<file path="config.mk">
export PLATFORM = sky130hd
export DESIGN_NAME = thermal_overcurrent_protection_top
export DESIGN_NICKNAME = d
export VERILOG_FILES = /design/src/rtl/core/tocp_pkg.sv /design/src/rtl/core/tocp_thermal.sv /design/src/rtl/core/tocp_current.sv /design/src/rtl/core/thermal_overcurrent_protection_top.sv
export SDC_FILE = /design/constraint.sdc
export NUM_CORES = 1
export LEC_CHECK = 0
export BUFFER_PORTS_ARGS = -buffer_cell sky130_fd_sc_hd__clkbuf_2
export CAP_MARGIN = 15
export CORE_ASPECT_RATIO = 0.7
export CORE_MARGIN = 2
export CORE_UTILIZATION = 47
export CTS_CLUSTER_DIAMETER = 200
export DETAILED_ROUTE_END_ITERATION = 8
export PLACE_DENSITY = 0.65
export SLEW_MARGIN = 40
export SYNTH_ARGS = -nofsm -noshare
export SYNTH_HDL_FRONTEND = slang
export SYNTH_SLANG_ARGS = --single-unit
</file>
<file path="constraint.sdc">
create_clock -name clk -period 10.4 [get_ports clk]
set_input_delay 3.12 -clock clk [delete_from_list [all_inputs] [get_ports clk]]
set_output_delay 3.12 -clock clk [all_outputs]
set_load 0.01 [all_outputs]
</file>
<file path="src/rtl/core/tocp_pkg.sv">
`timescale 1ns / 1ps
`default_nettype none

package tocp_pkg;

  localparam int TEMP_W   = 12;
  localparam int CUR_W    = 16;
  localparam int FLASH_W  = 8;
  localparam int TRIP_W   = 4;
  localparam int CLEAR_W  = 8;
  localparam int CFG_IDX_W  = 3;
  localparam int CFG_DATA_W = 16;

  // configuration register indexes
  localparam logic [CFG_IDX_W-1:0] REG_TEMP_TRIP   = 3'd0;
  localparam logic [CFG_IDX_W-1:0] REG_TEMP_CLEAR  = 3'd1;
  localparam logic [CFG_IDX_W-1:0] REG_CUR_TRIP    = 3'd2;
  localparam logic [CFG_IDX_W-1:0] REG_CUR_CLEAR   = 3'd3;
  localparam logic [CFG_IDX_W-1:0] REG_FLASH_PER   = 3'd4;
  localparam logic [CFG_IDX_W-1:0] REG_TRIP_CNT    = 3'd5;
  localparam logic [CFG_IDX_W-1:0] REG_CLEAR_CNT   = 3'd6;

  // reset values of the configuration registers
  localparam logic signed [TEMP_W-1:0] TEMP_TRIP_RST  = 12'sd600;
  localparam logic signed [TEMP_W-1:0] TEMP_CLEAR_RST = 12'sd500;
  localparam logic [CUR_W-1:0]         CUR_TRIP_RST   = 16'd2700;
  localparam logic [CUR_W-1:0]         CUR_CLEAR_RST  = 16'd500;
  localparam logic [FLASH_W-1:0]       FLASH_PER_RST  = 8'd5;
  localparam logic [TRIP_W-1:0]        TRIP_CNT_RST   = 4'd3;
  localparam logic [CLEAR_W-1:0]       CLEAR_CNT_RST  = 8'd10;

  typedef struct packed {
    logic               lockout;
    logic               warning;
    logic [FLASH_W-1:0] flash_count;
  } tocp_therm_state_t;

  typedef struct packed {
    logic               lockout;
    logic [TRIP_W-1:0]  high_run;
    logic [CLEAR_W-1:0] low_run;
  } tocp_cur_state_t;

  typedef struct packed {
    logic trip;
    logic refresh;
  } tocp_event_t;

endpackage

`default_nettype wire

</file>
<file path="src/rtl/core/tocp_thermal.sv">
`timescale 1ns / 1ps
`default_nettype none

module tocp_thermal (
  input  wire logic                              sample_ok,
  input  wire logic signed [tocp_pkg::TEMP_W-1:0] temperature,
  input  wire logic signed [tocp_pkg::TEMP_W-1:0] trip_level,
  input  wire logic signed [tocp_pkg::TEMP_W-1:0] clear_level,
  input  wire logic [tocp_pkg::FLASH_W-1:0]      flash_period,
  input  wire tocp_pkg::tocp_therm_state_t       state_cur,
  output tocp_pkg::tocp_therm_state_t            state_nxt,
  output tocp_pkg::tocp_event_t                  evt
);
  import tocp_pkg::*;

  tocp_therm_state_t mid;
  logic              tripped;
  logic              cleared;
  logic [FLASH_W-1:0] cnt_inc;

  always_comb begin
    tripped = sample_ok && !state_cur.lockout && (temperature >= trip_level);
    cleared = sample_ok && state_cur.lockout && (temperature <= clear_level);

    mid = state_cur;
    if (tripped || cleared) begin
      mid.lockout     = tripped;
      mid.warning     = 1'b1;
      mid.flash_count = '0;
    end

    // flash while lockout holds, trip tick counts as first flash tick
    state_nxt = mid;
    cnt_inc   = mid.flash_count + FLASH_W'(1);
    evt.refresh = tripped || cleared;
    if (mid.lockout) begin
      if (cnt_inc >= flash_period) begin
        state_nxt.flash_count = '0;
        state_nxt.warning     = ~mid.warning;
        evt.refresh           = 1'b1;
      end else begin
        state_nxt.flash_count = cnt_inc;
      end
    end
    evt.trip = tripped;
  end

endmodule

`default_nettype wire

</file>
<file path="src/rtl/core/tocp_current.sv">
`timescale 1ns / 1ps
`default_nettype none

module tocp_current (
  input  wire logic                         sample_valid,
  input  wire logic [tocp_pkg::CUR_W-1:0]   current_ma,
  input  wire logic                         enabled,
  input  wire logic [tocp_pkg::CUR_W-1:0]   trip_level,
  input  wire logic [tocp_pkg::CUR_W-1:0]   clear_level,
  input  wire logic [tocp_pkg::TRIP_W-1:0]  trip_count,
  input  wire logic [tocp_pkg::CLEAR_W-1:0] clear_count,
  input  wire tocp_pkg::tocp_cur_state_t    state_cur,
  output tocp_pkg::tocp_cur_state_t         state_nxt,
  output tocp_pkg::tocp_event_t             evt
);
  import tocp_pkg::*;

  logic [TRIP_W-1:0]  high_sat;
  logic [CLEAR_W-1:0] low_sat;

  always_comb begin
    // saturating run counters
    high_sat = (state_cur.high_run < trip_count) ?
               state_cur.high_run + TRIP_W'(1) : state_cur.high_run;
    low_sat  = (state_cur.low_run < clear_count) ?
               state_cur.low_run + CLEAR_W'(1) : state_cur.low_run;

    state_nxt   = state_cur;
    evt.trip    = 1'b0;
    evt.refresh = 1'b0;

    if (!sample_valid) begin
      state_nxt.high_run = '0;
      if (state_cur.lockout) begin
        state_nxt.low_run = '0;
      end
    end else if (!state_cur.lockout) begin
      state_nxt.low_run = '0;
      if (enabled && (current_ma >= trip_level)) begin
        state_nxt.high_run = high_sat;
        if (high_sat >= trip_count) begin
          state_nxt.lockout = 1'b1;
          evt.trip          = 1'b1;
          evt.refresh       = 1'b1;
        end
      end else begin
        state_nxt.high_run = '0;
      end
    end else begin
      state_nxt.high_run = '0;
      if (current_ma <= clear_level) begin
        state_nxt.low_run = low_sat;
        if (low_sat >= clear_count) begin
          state_nxt.lockout = 1'b0;
          state_nxt.low_run = '0;
          evt.refresh       = 1'b1;
        end
      end else begin
        state_nxt.low_run = '0;
      end
    end
  end

endmodule

`default_nettype wire

</file>
<file path="src/rtl/core/thermal_overcurrent_protection_top.sv">
// path: an accepted item is registered in the input register, then moves into the
//   result register once that is free, where the result can be taken
// throughput: one item per cycle while out_stall is low; input register, one pass of
//   compares and counter updates against the protection state, then the result register
// a result waiting under out_stall still lets one more item into the input register
// reset (rst_n low, synchronous): lockouts off, warning visible, counters cleared,
//   thresholds back to defaults, both pipeline registers empty
`timescale 1ns / 1ps
`default_nettype none

module thermal_overcurrent_protection_top (
  input  wire logic                              clk,
  input  wire logic                              rst_n,
  // configuration write port
  input  wire logic                              cfg_wr_en,
  input  wire logic [tocp_pkg::CFG_IDX_W-1:0]    cfg_index,
  input  wire logic [tocp_pkg::CFG_DATA_W-1:0]   cfg_wdata,
  // tick item in
  input  wire logic                              in_valid,
  output      logic                              in_stall,
  input  wire logic                              in_sensor_present,
  input  wire logic                              in_temp_valid,
  input  wire logic signed [tocp_pkg::TEMP_W-1:0] in_temperature,
  input  wire logic                              in_current_valid,
  input  wire logic [tocp_pkg::CUR_W-1:0]        in_current_ma,
  input  wire logic                              in_converter_enabled,
  // result item out
  output      logic                              out_valid,
  input  wire logic                              out_stall,
  output      logic                              out_thermal_lockout,
  output      logic                              out_current_lockout,
  output      logic                              out_warning_visible,
  output      logic                              out_output_permitted,
  output      logic                              out_disable_pulse,
  output      logic                              out_refresh_event
);
  import tocp_pkg::*;

  // configuration registers
  logic signed [TEMP_W-1:0] temp_trip_r;
  logic signed [TEMP_W-1:0] temp_clear_r;
  logic [CUR_W-1:0]         cur_trip_r;
  logic [CUR_W-1:0]         cur_clear_r;
  logic [FLASH_W-1:0]       flash_per_r;
  logic [TRIP_W-1:0]        trip_cnt_r;
  logic [CLEAR_W-1:0]       clear_cnt_r;

  // input register
  logic                     s1_valid_r;
  logic                     s1_valid_nxt;
  logic                     s1_present_r;
  logic                     s1_tvalid_r;
  logic signed [TEMP_W-1:0] s1_temp_r;
  logic                     s1_cvalid_r;
  logic [CUR_W-1:0]         s1_cur_r;
  logic                     s1_enabled_r;

  // protection state
  tocp_therm_state_t therm_r;
  tocp_therm_state_t therm_nxt;
  tocp_cur_state_t   cur_r;
  tocp_cur_state_t   cur_nxt;
  tocp_event_t       therm_evt;
  tocp_event_t       cur_evt;

  // result register
  logic out_valid_r;
  logic out_valid_nxt;
  logic out_thermal_r;
  logic out_current_r;
  logic out_warning_r;
  logic out_disable_r;
  logic out_refresh_r;

  logic s2_ready;
  logic s2_load;
  logic in_fire;

  // result register frees up when empty or being taken this cycle
  assign s2_ready = !out_valid_r || !out_stall;
  assign s2_load  = s1_valid_r && s2_ready;
  assign in_stall = s1_valid_r && !s2_ready;
  assign in_fire  = in_valid && !in_stall;

  always_comb begin
    s1_valid_nxt = s1_valid_r;
    if (in_fire) begin
      s1_valid_nxt = 1'b1;
    end else if (s2_load) begin
      s1_valid_nxt = 1'b0;
    end
    out_valid_nxt = out_valid_r;
    if (s2_load) begin
      out_valid_nxt = 1'b1;
    end else if (out_valid_r && !out_stall) begin
      out_valid_nxt = 1'b0;
    end
  end

  // config writes; the user must write only while idle, the block does not enforce it
  always_ff @(posedge clk) begin
    if (!rst_n) begin
      temp_trip_r  <= TEMP_TRIP_RST;
      temp_clear_r <= TEMP_CLEAR_RST;
      cur_trip_r   <= CUR_TRIP_RST;
      cur_clear_r  <= CUR_CLEAR_RST;
      flash_per_r  <= FLASH_PER_RST;
      trip_cnt_r   <= TRIP_CNT_RST;
      clear_cnt_r  <= CLEAR_CNT_RST;
    end else if (cfg_wr_en) begin
      unique case (cfg_index)
        REG_TEMP_TRIP:  temp_trip_r  <= $signed(cfg_wdata[TEMP_W-1:0]);
        REG_TEMP_CLEAR: temp_clear_r <= $signed(cfg_wdata[TEMP_W-1:0]);
        REG_CUR_TRIP:   cur_trip_r   <= cfg_wdata[CUR_W-1:0];
        REG_CUR_CLEAR:  cur_clear_r  <= cfg_wdata[CUR_W-1:0];
        REG_FLASH_PER:  flash_per_r  <= cfg_wdata[FLASH_W-1:0];
        REG_TRIP_CNT:   trip_cnt_r   <= cfg_wdata[TRIP_W-1:0];
        REG_CLEAR_CNT:  clear_cnt_r  <= cfg_wdata[CLEAR_W-1:0];
        default: begin
          // unmapped index, write dropped
        end
      endcase
    end
  end

  // temperature lockout, hysteresis and warning flash
  tocp_thermal u_thermal (
    .sample_ok    (s1_present_r && s1_tvalid_r),
    .temperature  (s1_temp_r),
    .trip_level   (temp_trip_r),
    .clear_level  (temp_clear_r),
    .flash_period (flash_per_r),
    .state_cur    (therm_r),
    .state_nxt    (therm_nxt),
    .evt          (therm_evt)
  );

  // overcurrent run counting
  tocp_current u_current (
    .sample_valid (s1_cvalid_r),
    .current_ma   (s1_cur_r),
    .enabled      (s1_enabled_r),
    .trip_level   (cur_trip_r),
    .clear_level  (cur_clear_r),
    .trip_count   (trip_cnt_r),
    .clear_count  (clear_cnt_r),
    .state_cur    (cur_r),
    .state_nxt    (cur_nxt),
    .evt          (cur_evt)
  );

  // control and state registers
  always_ff @(posedge clk) begin
    if (!rst_n) begin
      s1_valid_r          <= 1'b0;
      out_valid_r         <= 1'b0;
      therm_r.lockout     <= 1'b0;
      therm_r.warning     <= 1'b1;
      therm_r.flash_count <= '0;
      cur_r.lockout       <= 1'b0;
      cur_r.high_run      <= '0;
      cur_r.low_run       <= '0;
    end else begin
      s1_valid_r  <= s1_valid_nxt;
      out_valid_r <= out_valid_nxt;
      // state advances once per item, as it moves into the result register
      if (s2_load) begin
        therm_r <= therm_nxt;
        cur_r   <= cur_nxt;
      end
    end
  end

  // payload registers
  always_ff @(posedge clk) begin
    if (in_fire) begin
      s1_present_r <= in_sensor_present;
      s1_tvalid_r  <= in_temp_valid;
      s1_temp_r    <= in_temperature;
      s1_cvalid_r  <= in_current_valid;
      s1_cur_r     <= in_current_ma;
      s1_enabled_r <= in_converter_enabled;
    end
    if (s2_load) begin
      out_thermal_r <= therm_nxt.lockout;
      out_current_r <= cur_nxt.lockout;
      out_warning_r <= therm_nxt.warning;
      out_disable_r <= therm_evt.trip || cur_evt.trip;
      out_refresh_r <= therm_evt.refresh || cur_evt.refresh;
    end
  end

  assign out_valid            = out_valid_r;
  assign out_thermal_lockout  = out_thermal_r;
  assign out_current_lockout  = out_current_r;
  assign out_warning_visible  = out_warning_r;
  assign out_output_permitted = !out_thermal_r && !out_current_r;
  assign out_disable_pulse    = out_disable_r;
  assign out_refresh_event    = out_refresh_r;

  // a shutdown pulse always comes with a lockout that is now set
  assert property (@(posedge clk) disable iff (!rst_n)
    out_valid_r && out_disable_r |-> out_thermal_r || out_current_r)
    else $error("disable pulse without active lockout");

  // without thermal lockout the flash counter rests at zero
  assert property (@(posedge clk) disable iff (!rst_n)
    !therm_r.lockout |-> therm_r.flash_count == '0)
    else $error("flash counter running outside thermal lockout");

  // the warning is steady on while no thermal lockout holds
  assert property (@(posedge clk) disable iff (!rst_n)
    !therm_r.lockout |-> therm_r.warning)
    else $error("warning hidden outside thermal lockout");

  // the recovery count only runs while the overcurrent lockout holds
  assert property (@(posedge clk) disable iff (!rst_n)
    !cur_r.lockout |-> cur_r.low_run == '0)
    else $error("recovery count running without overcurrent lockout");

  // the input side only stalls with an item held in the input register
  assert property (@(posedge clk) disable iff (!rst_n)
    in_stall |-> s1_valid_r && out_valid_r)
    else $error("input stalled with room in the pipeline");

endmodule

`default_nettype wire
</file>
==> results.json <==
{
  "design.die.area_mm2": 0.01692,
  "p_per_area_mw_per_mm2": 147.9,
  "post_cts_resized": 0,
  "yosysSeqAreaShare": 0.4197,
  "grt_usage": 0.2253,
  "path_max_fanout": 3,
  "syn_area_per_cell_um2": 9.037,
  "postCtsHoldBufs": 0,
  "static-leakage-power_uw": 0.003689,
  "cts_tree": "done",
  "path_cells": "clkbuf_2 -> and3_1 -> clkbuf_2",
  "diodes": 0,
  "die_w_um": 154.6,
  "skew_ns": 0.006128,
  "ys_ff_latch": 138,
  "drv_slew": 0,
  "timing.final.crit_period_ns": 6.733,
  "synth_edf_count": 37,
  "synth_warnings": 0,
  "synthesis.instances": 826,
  "num_rows": 38,
  "crit_path_start_kind": "primary input",
  "routedWlPerCell_um": 16.15,
  "grt_antenna_before_repair": 0,
  "grt_max_degree": 92,
  "setup_viol": 0,
  "clockBufferDepth": 2,
  "area_growth_pct": 14.90,
  "initial_core_util": 0.4816,
  "holdCritPathClass": "register to register",
  "final_antenna_net_count": 0,
  "drc": 0,
  "grt.overflow.total": 0,
  "grt_pass1_wl_mm": 29.02,
  "fin_crit_sh": 0.6474,
  "routed_wl_mm": 17.81,
  "postCtsSetupRepairBufs": 0,
  "boundaryPins": 64,
  "rsz0062_at_grt": "false",
  "crit_path_end_kind": "primary output",
  "slew_headroom": 0.4636,
  "crit_family": "buffers and inverters",
  "dp_hpwl_mm": 13.22,
  "crit_type": "primary input to primary output",
  "cp_slowest_stage_delay_ns": 0.24,
  "fin_tns_setup_ns": 0,
  "syn-num-nets": 971,
  "drive_gt1_frac": 0.1196,
  "ctsHtreeMaxLevel": 4,
  "status": "finished, final reports clean",
  "synthArstFlopShare": 0,
  "final_nets": 1035,
  "syn-cell-area_mm2": 0.007465,
  "ys_types": 59,
  "critPathBufInv": 2,
  "ir_worst_vdd_mv": 0.09039,
  "routed_via_density": 5.307,
  "clkSlewWorstSetupHoldPaths_ns": 0.06,
  "clock_sinks": 138,
  "grt_pass1_vias": 5465,
  "fmax_mhz": 148.5,
  "coreArea_mm2": 0.01550,
  "cts_buffers": 17,
  "power_uw": 1268,
  "dr.pass1.iters": 5,
  "hold_viol": 0,
  "slowest_stage": "and3_1",
  "port-buffer-count": 63,
  "maxCapViolations": 0,
  "clock-root-buffer": "clkbuf_16",
  "crit_required_ns": 7.28,
  "place_congestion": 0.8650,
  "via_count": 5854,
  "crit_top_cell": "clkbuf_2",
  "drt_iter0_markers": 434,
  "clkLatencyLatePin_ns": 0.43,
  "cp.arrival_ns": 3.61,
  "ys.flop_type": "dfxtp_1",
  "fp.dieH_um": 109.4,
  "worst_pin_slew_ns": 0.7985
}
synth_stat cells, types with 9 or more instances:
library cell,n,share of area
a21oi_1,25,0.017
xnor2_1,10,0.012
nor3_1,13,0.0087
a21o_1,11,0.011
nand2_1,154,0.077
o21ai_0,28,0.019
nor2b_1,13,0.011
nand2b_1,10,0.0084
nand3_1,22,0.015
inv_1,89,0.045
nor2_1,28,0.014
o211ai_1,28,0.028
edfxtp_1,37,0.15
nand4_1,9,0.0075
ha_1,89,0.15
clkbuf_1,22,0.011
a21boi_0,48,0.048
dfxtp_1,101,0.27
worst paths after layout:
kind | startpoint | end | slack (ns) | cells past startpoint
worst max register to register | s1_temp_r[0]$_DFFE_PP_ | therm_r[6]$_SDFFE_PN0P_ | 5.31 | 21
worst min-delay path | cur_clear_r[11]$_SDFFE_PN0P_ | cur_clear_r[11]$_SDFFE_PN0P_ | 0.47 | 2
worst min register to register | cur_clear_r[11]$_SDFFE_PN0P_ | cur_clear_r[11]$_SDFFE_PN0P_ | 0.47 | 2
worst max-delay path | out_stall | in_stall | 3.67 | 3
where the power goes:
group	switching [µW]	total (µW)	internal, µW
clock network	230	580	350
logic	65.8	108	42.2
registers	10.3	581	570
total	306	1270	962
final cells by class:
| class | instances | area [µm²] |
|---|---|---|
| flip-flops and latches | 138 | 3133 |
| multi-input cells | 573 | 3906 |
| clock buffers | 19 | 432.9 |
| fillers | 1430 | 6923 |
| clock inverters | 13 | 128.9 |
| inverters | 91 | 341.6 |
| well taps | 200 | 250.2 |
| repair buffers | 69 | 384.1 |
per-stage QoR:
| stage | hold slack (ns) | setup WS (ns) | util | instance area [µm²] | std cells |
|---|---|---|---|---|---|
| floorplan | 0.4435 | 3.940 | - | 7465 | 826 |
| detailed placement | 0.4609 | 3.660 | 0.5165 | 8005 | 1071 |
| finish | 0.4653 | 3.667 | 0.5534 | 8577 | 1103 |
| global placement | 0.4548 | 3.671 | 0.5146 | 7976 | 1070 |
| CTS | 0.4693 | 3.661 | 0.5527 | 8567 | 1103 |
| global route | 0.4822 | 3.627 | 0.5534 | 8577 | 1103 |
logic make-up (layout without fill, tap and decap cells):
kind of cell,Yosys count,count (layout),synth area share
buffers and inverters,115,192,0.05900
DFF,138,138,0.4197
xor gates and xnor gates,16,16,0.01877
adders and majority gates,89,89,0.1492
and+or+nand+nor,269,269,0.1611
muxes,8,8,0.01123
AOI/OAI and AO/OA,191,191,0.1810
tightest hold or removal path, stage by stage (launching register included):
cell	delay (ns)
dfxtp_1	0.31
nand2_1	0.05
a21boi_0	0.06
per-layer routing:
metal	routed length (µm)	global-route usage	share of wire	vias up
li1	-	-	-	3012
met1	9847	0.3474	0.55	2687
met2	6764	0.3058	0.38	140
met3	977	0.05558	0.055	15
met4	223	0.06614	0.013	0
met5	0	0	0	-
cells in the final DEF, fill, tap and decap left out, types with 17 or more instances in the layout:
master / n
clkbuf_2: 63
o21ai_0: 28
a21oi_1: 25
clkbuf_16: 17
inv_1: 89
nor2_1: 28
nand2_1: 154
edfxtp_1: 37
dfxtp_1: 101
o211ai_1: 28
ha_1: 89
nand3_1: 22
a21boi_0: 48
flip-flops by register name (all words and copies together), names as in the netlist, 4 cells and up:
name          flops
cur_r            13
s1_cur_r         16
temp_trip_r      12
cur_trip_r       16
clear_cnt_r       8
trip_cnt_r        4
cur_clear_r      16
therm_r          10
s1_temp_r        12
flash_per_r       8
temp_clear_r     12
Note: power is estimated with default switching activity, not from simulation.
